--- config.mk ---
export PLATFORM = sky130hd
export DESIGN_NAME = roman_numeral_encoder_flat
export DESIGN_NICKNAME = d
export VERILOG_FILES = /design/src/hw/rtl/rne_pkg.sv /design/src/hw/rtl/rne_if.sv /design/src/hw/rtl/rne_bcd.sv /design/src/hw/rtl/roman_numeral_encoder.sv /design/src/flat_wrapper.sv
export SDC_FILE = /design/constraint.sdc
export NUM_CORES = 1
export LEC_CHECK = 0
export BUFFER_PORTS_ARGS = -buffer_cell sky130_fd_sc_hd__buf_2
export CORE_UTILIZATION = 48
export DETAILED_ROUTE_END_ITERATION = 8
export GPL_TIMING_DRIVEN = 0
export MAX_ROUTING_LAYER = met4
export PLACE_DENSITY = 0.67
export RECOVER_POWER = 25
export SYNTH_ARGS = -nofsm -noshare
export SYNTH_HDL_FRONTEND = slang
export SYNTH_HIERARCHICAL = 1
export SYNTH_SLANG_ARGS = --single-unit
--- constraint.sdc ---
create_clock -name i_clk -period 4 [get_ports i_clk]
set_clock_uncertainty 0.05 [all_clocks]
set_input_delay 0.4 -clock i_clk [delete_from_list [all_inputs] [get_ports i_clk]]
set_output_delay 0.4 -clock i_clk [all_outputs]
set_load 0.005 [all_outputs]
--- src/hw/rtl/rne_pkg.sv ---
`timescale 1ns / 1ps
`default_nettype none

package rne_pkg;

    localparam int VALUE_W  = 12;
    localparam int CHAR_W   = 7;
    localparam int DIGIT_W  = 4;
    localparam int N_PLACES = 4;
    localparam int PLACE_W  = 2;
    localparam int IDX_W    = 2;
    localparam int LEN_W    = 3;
    localparam int CNT_W    = $clog2(VALUE_W + 1);

    localparam logic [VALUE_W-1:0] MAX_VALID = VALUE_W'(3999);

    localparam logic [CHAR_W-1:0] CH_NONE = 7'h00;
    localparam logic [CHAR_W-1:0] CH_I    = 7'h49;
    localparam logic [CHAR_W-1:0] CH_V    = 7'h56;
    localparam logic [CHAR_W-1:0] CH_X    = 7'h58;
    localparam logic [CHAR_W-1:0] CH_L    = 7'h4C;
    localparam logic [CHAR_W-1:0] CH_C    = 7'h43;
    localparam logic [CHAR_W-1:0] CH_D    = 7'h44;
    localparam logic [CHAR_W-1:0] CH_M    = 7'h4D;

    localparam logic [PLACE_W-1:0] PLACE_THOU = 2'd0;
    localparam logic [PLACE_W-1:0] PLACE_HUND = 2'd1;
    localparam logic [PLACE_W-1:0] PLACE_TENS = 2'd2;
    localparam logic [PLACE_W-1:0] PLACE_UNIT = 2'd3;

    typedef logic [DIGIT_W-1:0] t_digit;
    typedef t_digit [0:N_PLACES-1] t_bcd;
    typedef logic [LEN_W-1:0] t_len;

    typedef enum logic [1:0] {
        SLOT_ONE,
        SLOT_FIVE,
        SLOT_TEN
    } t_slot;

    typedef enum logic [1:0] {
        S_IDLE,
        S_CONV,
        S_EMIT
    } t_state;

    typedef struct packed {
        logic [VALUE_W-1:0] value;
    } t_in_item;

    typedef struct packed {
        logic [CHAR_W-1:0] char_code;
        logic              last;
        logic              invalid;
    } t_out_item;

    function automatic t_len digit_len(input t_digit d);
        t_len len;
        unique case (d)
            4'd1:    len = 3'd1;
            4'd2:    len = 3'd2;
            4'd3:    len = 3'd3;
            4'd4:    len = 3'd2;
            4'd5:    len = 3'd1;
            4'd6:    len = 3'd2;
            4'd7:    len = 3'd3;
            4'd8:    len = 3'd4;
            4'd9:    len = 3'd2;
            default: len = 3'd0;
        endcase
        return len;
    endfunction

    function automatic t_slot digit_slot(input t_digit d, input logic [IDX_W-1:0] i);
        t_slot slot;
        priority if (d == 4'd4) begin
            slot = (i == '0) ? SLOT_ONE : SLOT_FIVE;
        end else if (d == 4'd9) begin
            slot = (i == '0) ? SLOT_ONE : SLOT_TEN;
        end else if (d >= 4'd5) begin
            slot = (i == '0) ? SLOT_FIVE : SLOT_ONE;
        end else begin
            slot = SLOT_ONE;
        end
        return slot;
    endfunction

    function automatic logic [CHAR_W-1:0] place_sym(input logic [PLACE_W-1:0] p,
                                                    input t_slot slot);
        logic [CHAR_W-1:0] ch;
        unique case (p)
            PLACE_THOU: ch = CH_M;
            PLACE_HUND: begin
                case (slot)
                    SLOT_ONE:  ch = CH_C;
                    SLOT_FIVE: ch = CH_D;
                    default:   ch = CH_M;
                endcase
            end
            PLACE_TENS: begin
                case (slot)
                    SLOT_ONE:  ch = CH_X;
                    SLOT_FIVE: ch = CH_L;
                    default:   ch = CH_C;
                endcase
            end
            PLACE_UNIT: begin
                case (slot)
                    SLOT_ONE:  ch = CH_I;
                    SLOT_FIVE: ch = CH_V;
                    default:   ch = CH_X;
                endcase
            end
        endcase
        return ch;
    endfunction

endpackage

`default_nettype wire

--- src/hw/rtl/rne_if.sv ---
`timescale 1ns / 1ps
`default_nettype none

interface rne_in_if;
    import rne_pkg::*;

    logic     valid;
    logic     ready;
    t_in_item data;

    modport source (output valid, output data, input ready);
    modport sink (input valid, input data, output ready);
endinterface

interface rne_out_if;
    import rne_pkg::*;

    logic      valid;
    logic      ready;
    t_out_item data;

    modport source (output valid, output data, input ready);
    modport sink (input valid, input data, output ready);
endinterface

`default_nettype wire

--- src/hw/rtl/rne_bcd.sv ---
`timescale 1ns / 1ps
`default_nettype none

module rne_bcd (
    input  logic                          i_clk,
    input  logic                          i_rst_n,
    input  logic                          i_start,
    input  logic [rne_pkg::VALUE_W-1:0]   i_value,
    output logic                          o_done,
    output rne_pkg::t_bcd                 o_digits
);
    import rne_pkg::*;

    localparam int BCD_W = N_PLACES * DIGIT_W;

    logic [VALUE_W-1:0] r_bin, n_bin;
    logic [BCD_W-1:0]   r_bcd, n_bcd;
    logic [CNT_W-1:0]   r_cnt, n_cnt;
    logic               r_busy, n_busy;
    logic               r_done, n_done;
    logic [BCD_W-1:0]   w_adj;

    // add 3 to every digit of 5 or more before the shift
    always_comb begin
        for (int k = 0; k < N_PLACES; k++) begin
            if (r_bcd[k*DIGIT_W +: DIGIT_W] >= DIGIT_W'(5)) begin
                w_adj[k*DIGIT_W +: DIGIT_W] = r_bcd[k*DIGIT_W +: DIGIT_W] + DIGIT_W'(3);
            end else begin
                w_adj[k*DIGIT_W +: DIGIT_W] = r_bcd[k*DIGIT_W +: DIGIT_W];
            end
        end
    end

    always_comb begin
        n_bin  = r_bin;
        n_bcd  = r_bcd;
        n_cnt  = r_cnt;
        n_busy = r_busy;
        n_done = 1'b0;
        if (i_start) begin
            n_bin  = i_value;
            n_bcd  = '0;
            n_cnt  = '0;
            n_busy = 1'b1;
        end else if (r_busy) begin
            n_bcd = {w_adj[BCD_W-2:0], r_bin[VALUE_W-1]};
            n_bin = {r_bin[VALUE_W-2:0], 1'b0};
            n_cnt = r_cnt + CNT_W'(1);
            if (r_cnt == CNT_W'(VALUE_W - 1)) begin
                n_busy = 1'b0;
                n_done = 1'b1;
            end
        end
    end

    always_ff @(posedge i_clk) begin
        if (!i_rst_n) begin
            r_busy <= 1'b0;
            r_done <= 1'b0;
        end else begin
            r_busy <= n_busy;
            r_done <= n_done;
        end
        r_bin <= n_bin;
        r_bcd <= n_bcd;
        r_cnt <= n_cnt;
    end

    assign o_done   = r_done;
    assign o_digits = t_bcd'(r_bcd);

endmodule

`default_nettype wire

--- src/hw/rtl/roman_numeral_encoder.sv ---
// channel  dir  payload                       handshake
// i_in     in   value[11:0]                   valid/ready
// o_out    out  char_code[6:0], last, invalid valid/ready
//
// one item at a time: accept, shift-add binary to decimal, hand over, then one
// character per cycle while the output register can load, skipping zero places
// before the last nonzero one (a numeral has up to 15 characters)
// values of 0 or above 3999 skip the conversion and give one flagged result
// synchronous active-low reset; the output register lets the next item in
// while a character waits
`timescale 1ns / 1ps
`default_nettype none

module roman_numeral_encoder (
    input  logic      i_clk,
    input  logic      i_rst_n,
    rne_in_if.sink    i_in,
    rne_out_if.source o_out
);
    import rne_pkg::*;

    t_state             r_state, n_state;
    logic               r_inv, n_inv;
    logic [PLACE_W-1:0] r_place, n_place;
    logic [IDX_W-1:0]   r_idx, n_idx;
    logic               r_out_valid, n_out_valid;
    t_out_item          r_out, n_out;

    logic   w_accept;
    logic   w_bad;
    logic   w_start;
    logic   w_done;
    t_bcd   w_digits;
    t_digit w_cur;
    t_len   w_len;
    logic   w_idx_last;
    logic   w_tail_zero;
    logic   w_load;

    rne_bcd u_bcd (
        .i_clk    (i_clk),
        .i_rst_n  (i_rst_n),
        .i_start  (w_start),
        .i_value  (i_in.data.value),
        .o_done   (w_done),
        .o_digits (w_digits)
    );

    assign i_in.ready  = (r_state == S_IDLE);
    assign w_accept    = i_in.valid && i_in.ready;
    assign w_bad       = (i_in.data.value == '0) || (i_in.data.value > MAX_VALID);
    assign w_start     = w_accept && !w_bad;
    assign w_cur       = w_digits[r_place];
    assign w_len       = digit_len(w_cur);
    assign w_idx_last  = ({1'b0, r_idx} == (w_len - LEN_W'(1)));
    assign w_load      = !r_out_valid || o_out.ready;

    // no nonzero digit after the current place
    always_comb begin
        w_tail_zero = 1'b1;
        for (int k = 0; k < N_PLACES; k++) begin
            if ((PLACE_W'(k) > r_place) && (w_digits[k] != '0)) begin
                w_tail_zero = 1'b0;
            end
        end
    end

    always_comb begin
        n_state     = r_state;
        n_inv       = r_inv;
        n_place     = r_place;
        n_idx       = r_idx;
        n_out       = r_out;
        n_out_valid = r_out_valid && !o_out.ready;
        unique case (r_state)
            S_IDLE: begin
                if (w_accept) begin
                    n_inv   = w_bad;
                    n_place = PLACE_THOU;
                    n_idx   = '0;
                    n_state = w_bad ? S_EMIT : S_CONV;
                end
            end
            S_CONV: begin
                if (w_done) begin
                    n_state = S_EMIT;
                end
            end
            S_EMIT: begin
                priority if (r_inv) begin
                    if (w_load) begin
                        n_out.char_code = CH_NONE;
                        n_out.last      = 1'b1;
                        n_out.invalid   = 1'b1;
                        n_out_valid     = 1'b1;
                        n_state         = S_IDLE;
                    end
                end else if (w_len == '0) begin
                    n_place = r_place + PLACE_W'(1);
                end else if (w_load) begin
                    n_out.char_code = place_sym(r_place, digit_slot(w_cur, r_idx));
                    n_out.last      = w_idx_last && w_tail_zero;
                    n_out.invalid   = 1'b0;
                    n_out_valid     = 1'b1;
                    if (w_idx_last) begin
                        n_idx   = '0;
                        n_place = r_place + PLACE_W'(1);
                        if (w_tail_zero) begin
                            n_state = S_IDLE;
                        end
                    end else begin
                        n_idx = r_idx + IDX_W'(1);
                    end
                end
            end
            default: n_state = S_IDLE;
        endcase
    end

    always_ff @(posedge i_clk) begin
        if (!i_rst_n) begin
            r_state     <= S_IDLE;
            r_out_valid <= 1'b0;
        end else begin
            r_state     <= n_state;
            r_out_valid <= n_out_valid;
        end
        r_inv   <= n_inv;
        r_place <= n_place;
        r_idx   <= n_idx;
        r_out   <= n_out;
    end

    assign o_out.valid = r_out_valid;
    assign o_out.data  = r_out;

endmodule

`default_nettype wire

--- src/flat_wrapper.sv ---
// flat-port wrapper written by rule: the top's interface ports become plain ports
module roman_numeral_encoder_flat import rne_pkg::*;
  (i_clk, i_rst_n, i_in_valid, i_in_data, i_in_ready, o_out_valid, o_out_data, o_out_ready);
  rne_in_if i_in_i ();
  rne_out_if o_out_i ();
  input  logic i_clk;
  input  logic i_rst_n;
  input wire logic [$bits(i_in_i.valid)-1:0] i_in_valid;
  input wire logic [$bits(i_in_i.data)-1:0] i_in_data;
  output wire logic [$bits(i_in_i.ready)-1:0] i_in_ready;
  output wire logic [$bits(o_out_i.valid)-1:0] o_out_valid;
  output wire logic [$bits(o_out_i.data)-1:0] o_out_data;
  input wire logic [$bits(o_out_i.ready)-1:0] o_out_ready;
  assign i_in_i.valid = i_in_valid;
  assign i_in_i.data = i_in_data;
  assign i_in_ready = i_in_i.ready;
  assign o_out_valid = o_out_i.valid;
  assign o_out_data = o_out_i.data;
  assign o_out_i.ready = o_out_ready;
  roman_numeral_encoder u_core (.i_clk(i_clk), .i_rst_n(i_rst_n), .i_in(i_in_i), .o_out(o_out_i));
endmodule
=== After elaboration in Yosys (flattened, before gate mapping) ===
Memory sizes are Yosys's and may differ from the RTL's.
Cells that the tools add are included.

* Register bits after elaboration: 51
* Memory bits (read-only): 48
* Input port bits: 16
* Logic and storage cells: 148
* Memories: 1

* $add $sub $neg: 8
* Order comparisons: 11
* Eq/ne operators: 21
* Muxes and demuxes: 60
* Bitwise operators: 3
* Reduce and logical (&&, ||, !) cells: 31

{| class="wikitable"
|+ Memory list
! name !! depth !! bits a word !! rd ports !! clocked after memory_dff !! write ports !! RTL line !! source
|-
| (name not given) || 16 || 3 || 1 || 0 || 0 || rne_pkg.sv:59 || <nowiki>unique case (d)</nowiki>
|}

{| class="wikitable"
|+ Operator list
! cell !! count
|-
| $mux W2 || 26
|-
| $mux W9 || 4
|-
| $pmux W7 S4 || 1
|-
| $mux W12 || 2
|-
| $ge A4 B3 Y1 const B || 5
|-
| $mux W4 || 5
|-
| $pmux W5 S2 || 2
|-
| $reduce_bool A4 Y1 || 4
|-
| $mux W1 || 14
|-
| $add A4 B2 Y4 const B || 3
|-
| $gt A12 B12 Y1 const B || 1
|-
| $logic_not A12 Y1 || 1
|-
| $ne A3 B1 Y1 const B || 4
|-
| $reduce_and A5 Y1 || 2
|-
| $bmux W4 S2 || 1
|-
| $eq A4 B4 Y1 const B || 2
|-
| $logic_and A1 B1 Y1 || 8
|-
| $logic_not A2 Y1 || 4
|-
| $ne A2 B2 Y1 const B || 4
|-
| $pmux W2 S2 || 2
|-
| $pmux W4 S2 || 1
|-
| $eq A2 B1 Y1 const B || 3
|-
| $eq A2 B2 Y1 const B || 3
|-
| $pmux W2 S3 || 1
|-
| 22 further kinds || 31
|}

=== Depth between registers and ports, before layout ===
* Word-level depth: 18
* Depth in mapped cells: 10
* Depth with buffers taken out: 9

=== Hierarchy ===
The synthesis kept the hierarchy.

{| class="wikitable"
|+ By module, submodules not included
! module !! times used !! cells each !! area each (um^2) !! seq. area each (um^2)
|-
| rne_bcd || 1 || 168 || 1,710.4 || 800.8
|-
| roman_numeral_encoder || 1 || 125 || 1,229.9 || 450.4
|}

=== Worst setup path after synthesis ===
No wires, ideal clock.

* Kind: register to register
* Start point: register u_core.r_place[0]
* End point: register u_core.r_out, in the netlist u_core/o_out.data[0] (enable)
* Arrival: 2,370 ps
* Data required time: 3,580 ps
* Slack: 1,210 ps
* Cell stages (with the launch flop): 10
* Path buffers: 1
* Period minus slack after synthesis: 2,790 ps
* Path through: edfxtp_1 > buf_6 > mux4_2 > nand2b_1 > a21oi_1 > nor2_1 > ha_1 > ha_1 > a21o_1 > nor2_1

* Word-level cells in the longest chain between the ends: 8

{| class="wikitable"
|+ Ends and longest elaborated chain
! element !! RTL line !! source
|-
| from (decl) || roman_numeral_encoder.sv:24 || <nowiki>logic [PLACE_W-1:0] r_place, n_place;</nowiki>
|-
| from (signal assigned) || roman_numeral_encoder.sv:129 || <nowiki>r_place <= n_place;</nowiki>
|-
| $not A2 Y3 (implied by the code) || roman_numeral_encoder.sv:53 || <nowiki>assign w_cur = w_digits[r_place];</nowiki>
|-
| $bmux W4 S2 || roman_numeral_encoder.sv:53 ||
|-
| $mux W4 (implied by the code) (2 in a row) || roman_numeral_encoder.sv:53 ||
|-
| $mem_v2 Z16 W3 || - ||
|-
| $logic_not A3 Y1 || roman_numeral_encoder.sv:98 || <nowiki>end else if (w_len == '0) begin</nowiki>
|-
| $ne A2 B1 Y1 (no source line) || - ||
|-
| $reduce_and A3 Y1 (no source line) || - ||
|-
| to (signal assigned) || roman_numeral_encoder.sv:131 || <nowiki>r_out <= n_out;</nowiki>
|-
| to (decl) || roman_numeral_encoder.sv:27 || <nowiki>t_out_item r_out, n_out;</nowiki>
|}

No other way between the ends. The select of a mux whose other input is x is not followed.
A chain may end at the register's enable or synchronous reset.

=== Worst setup path after layout ===
* Start point: register u_core.r_place[0]
* End point: register u_core.r_out, in the netlist u_core/o_out.data[8] (enable)

Same word-level chain as after synthesis.

==> results.sh <==
export IMPL_cts_setup_buffers=0
export IMPL_synth_warnings=6
export IMPL_rr_worst_depth=9
export IMPL_synth_cell_type_count=57
export IMPL_place_congestion=0.862
export IMPL_fin_nets=358
export IMPL_routedWlPerCell_um=14.3
export IMPL_tightest_slew_ns=0.649
export IMPL_tns_ns=0
export IMPL_cts_max_path_buffers=2
export IMPL_end_kind="flop"
export IMPL_die_y_um=80.3
export IMPL_syn2layout_area_growth_pct=10.9
export IMPL_grt_first_pass_wirelength_mm=9.71
export IMPL_vias=2285
export IMPL_ios=27
export IMPL_vdd_drop_max_v=0.000194
export IMPL_cts_root_buf="clkbuf_8"
export IMPL_grt_antenna_before_repair=0
export IMPL_grt_ovfl_total=0
export IMPL_period_share_pct=77.9
export IMPL_n_antenna_cell=0
export IMPL_rsz0062_at_grt="false"
export IMPL_synth_avg_cell_area_um2=10.0
export IMPL_run_status="completed"
export IMPL_grt_total_usage_pct=19.7
export IMPL_rrSetupSlack_ns=0.88
export IMPL_drc=0
export IMPL_min_path_type="input pin to flop"
export IMPL_drive_above_1_share_pct=19.6
export IMPL_synthFlopType="edfxtp_1"
export IMPL_core_area_um2=5920
export IMPL_htree_levels=2
export IMPL_fp_dieW_um=80.3
export IMPL_yosysSeqAreaShare_pct=42.6
export IMPL_post_route_min_period_ns=3.12
export IMPL_hold_start="i_rst_n"
export IMPL_cts_sinks=50
export IMPL_fin_ws_ns=0.882
export IMPL_setup_viol=0
export IMPL_synth_edff_count=25
export IMPL_dpl_hpwl_mm=4.25
export IMPL_async_flop_share_pct=0
export IMPL_ys_top_cells_by_area="edfxtp_1 (26%), dfxtp_1 (17%), ha_1 (7.2%)"
export IMPL_synth_seq_cells=50
export IMPL_cts_resized=0
export IMPL_synth_nets=326
export IMPL_cts_hold_buffers=0
export IMPL_dr_pass1_iters=5
export IMPL_cts_tree="built"
export IMPL_netlist_area_leader_share_pct=25.5
export IMPL_clk_latency_ns=0.30
export IMPL_hold_depth=3
export IMPL_initial_utilization_pct=49.7
export IMPL_netlist_top_cells_count="dfxtp_1 (25), edfxtp_1 (25), nor2_1 (24)"
export IMPL_io_buffers=25
export IMPL_drtIter0Drc=99
export IMPL_timing_rr_end="u_core/o_out.data[8]$_SDFFCE_PP0P_"
export IMPL_path_clk_slew_ns=0.10
export IMPL_max_freq_mhz=321
export IMPL_vias_per_cell=5.70
export IMPL_critical_path_max_fanout=8
export IMPL_routed_wl_mm=5.72
export IMPL_finalHoldViolations=0
export IMPL_path_class="flop to flop"
export IMPL_start_kind="flop"
export IMPL_powerDensity_nw_per_um2=405
export IMPL_hold_path_end="u_core/u_bcd/o_done$_SDFF_PP0_"
export IMPL_synth_area_um2=2940
export IMPL_drv_slew=0
export IMPL_arrival_ns=3.01
export IMPL_leakagePower_uw=0.00118
export IMPL_cp_startpoint="u_core/r_place[0]$_SDFFCE_PN0P_"
export IMPL_die_area_um2=6440
export IMPL_max_slew_margin_pct=56.6
export IMPL_synth_top_area_cell="edfxtp_1"
export IMPL_rr_startpoint="u_core/r_place[0]$_SDFFCE_PN0P_"
export IMPL_rows=28
export IMPL_detail_route_antenna_nets=0
export IMPL_crit_required_ns=3.89
export IMPL_synthCells=293
export IMPL_grt_max_degree=17
export IMPL_pre_cts_slack_ns=0.871
export IMPL_numCtsBuffers=5
export IMPL_grt_pass1_vias=2149
export IMPL_drv_cap=0
worst max path at each step:
stage                                               to  slack, ns  cells after the start
floorplan           u_core/o_out.data[0]$_SDFFCE_PP1P_       1.21                      9
global placement    u_core/o_out.data[6]$_SDFFCE_PP0P_       0.95                      9
detailed placement  u_core/o_out.data[3]$_SDFFCE_PP0P_       0.87                      9
CTS                 u_core/o_out.data[3]$_SDFFCE_PP0P_       0.85                      9
global route        u_core/o_out.data[8]$_SDFFCE_PP0P_       0.66                      9
finish              u_core/o_out.data[8]$_SDFFCE_PP0P_       0.88                      9
kinds of logic after synthesis:
family	Yosys count	synth area share [%]
DFF	50	42.6
adders and majority gates	17	7.23
xor gates and xnor gates	6	1.79
buffers and inverters	34	5.06
muxes	20	8.98
other	1	0.128
and+or+nand+nor	98	18.2
AOI/OAI and AO/OA	67	16.1
placed cells by master (no fill, tap or decap), drive strengths merged, types with 9 or more instances in the layout:
cell type | Yosys | layout
a21oi | 14 | 14
buf | 10 | 29
clkbuf | 1 | 13
dfxtp | 25 | 25
edfxtp | 25 | 25
ha | 17 | 17
inv | 23 | 23
mux2 | 11 | 11
nand2 | 14 | 14
nand2b | 9 | 9
nor2 | 24 | 24
nor3 | 9 | 9
o21ai | 19 | 19
routing by layer:
layer,global-route usage (%),routed length (um)
met3,3.07,159
met5,-,0
met2,32.7,2780
met1,24.9,2740
met4,5.71,40
flip-flops by register name (all words and copies together) (netlist names), 2 cells and up:
signal	cells
u_core/u_bcd/o_digits	16
u_core/r_state	2
u_core/o_out.data	8
u_core/r_place	2
u_core/u_bcd/r_cnt	4
u_core/r_idx	2
u_core/u_bcd/r_bin	12
metrics by stage:
stage | instances | hold slack (ns) | area [um2] | util, % | power (uW)
detailed placement | 393 | 0.405 | 3160 | 53.4 | 1000
CTS | 401 | 0.290 | 3270 | 55.2 | 1340
global placement | 393 | 0.409 | 3160 | 53.4 | 993
floorplan | 293 | 0.374 | 2940 | - | 914
global route | 401 | 0.297 | 3260 | 55.1 | 1400
finish | 401 | 0.302 | 3260 | 55.1 | 1320
worst max-delay path, cell delays in order, from the launching register on:
cell and delay [ns]:
edfxtp_1 0.41, buf_6 0.15, mux4_2 0.57, nand2b_1 0.22, a21oi_1 0.17, nor2_1 0.06
ha_1 0.17, ha_1 0.26, a21o_1 0.19, nor2_1 0.50
where the power goes:
| group | total [uW] | internal, uW | switching [uW] | leakage (uW) |
|---|---|---|---|---|
| Sequential | 661 | 597 | 63.4 | 0.000446 |
| Clock | 330 | 161 | 169 | 0.0000486 |
| Combinational | 329 | 150 | 180 | 0.000688 |
cell type report:
| class | count | area, um2 |
|---|---|---|
| timing repair buffer | 25 | 120 |
| buffer | 11 | 60.1 |
| sequential | 50 | 1250 |
| clock inverter | 2 | 15.0 |
| clock buffer | 6 | 93.8 |
| inverter | 23 | 86.3 |
| multi-input combinational | 209 | 1540 |
| fill | 556 | 2660 |
| tap | 75 | 93.8 |
(Power assumes the default switching activity.)
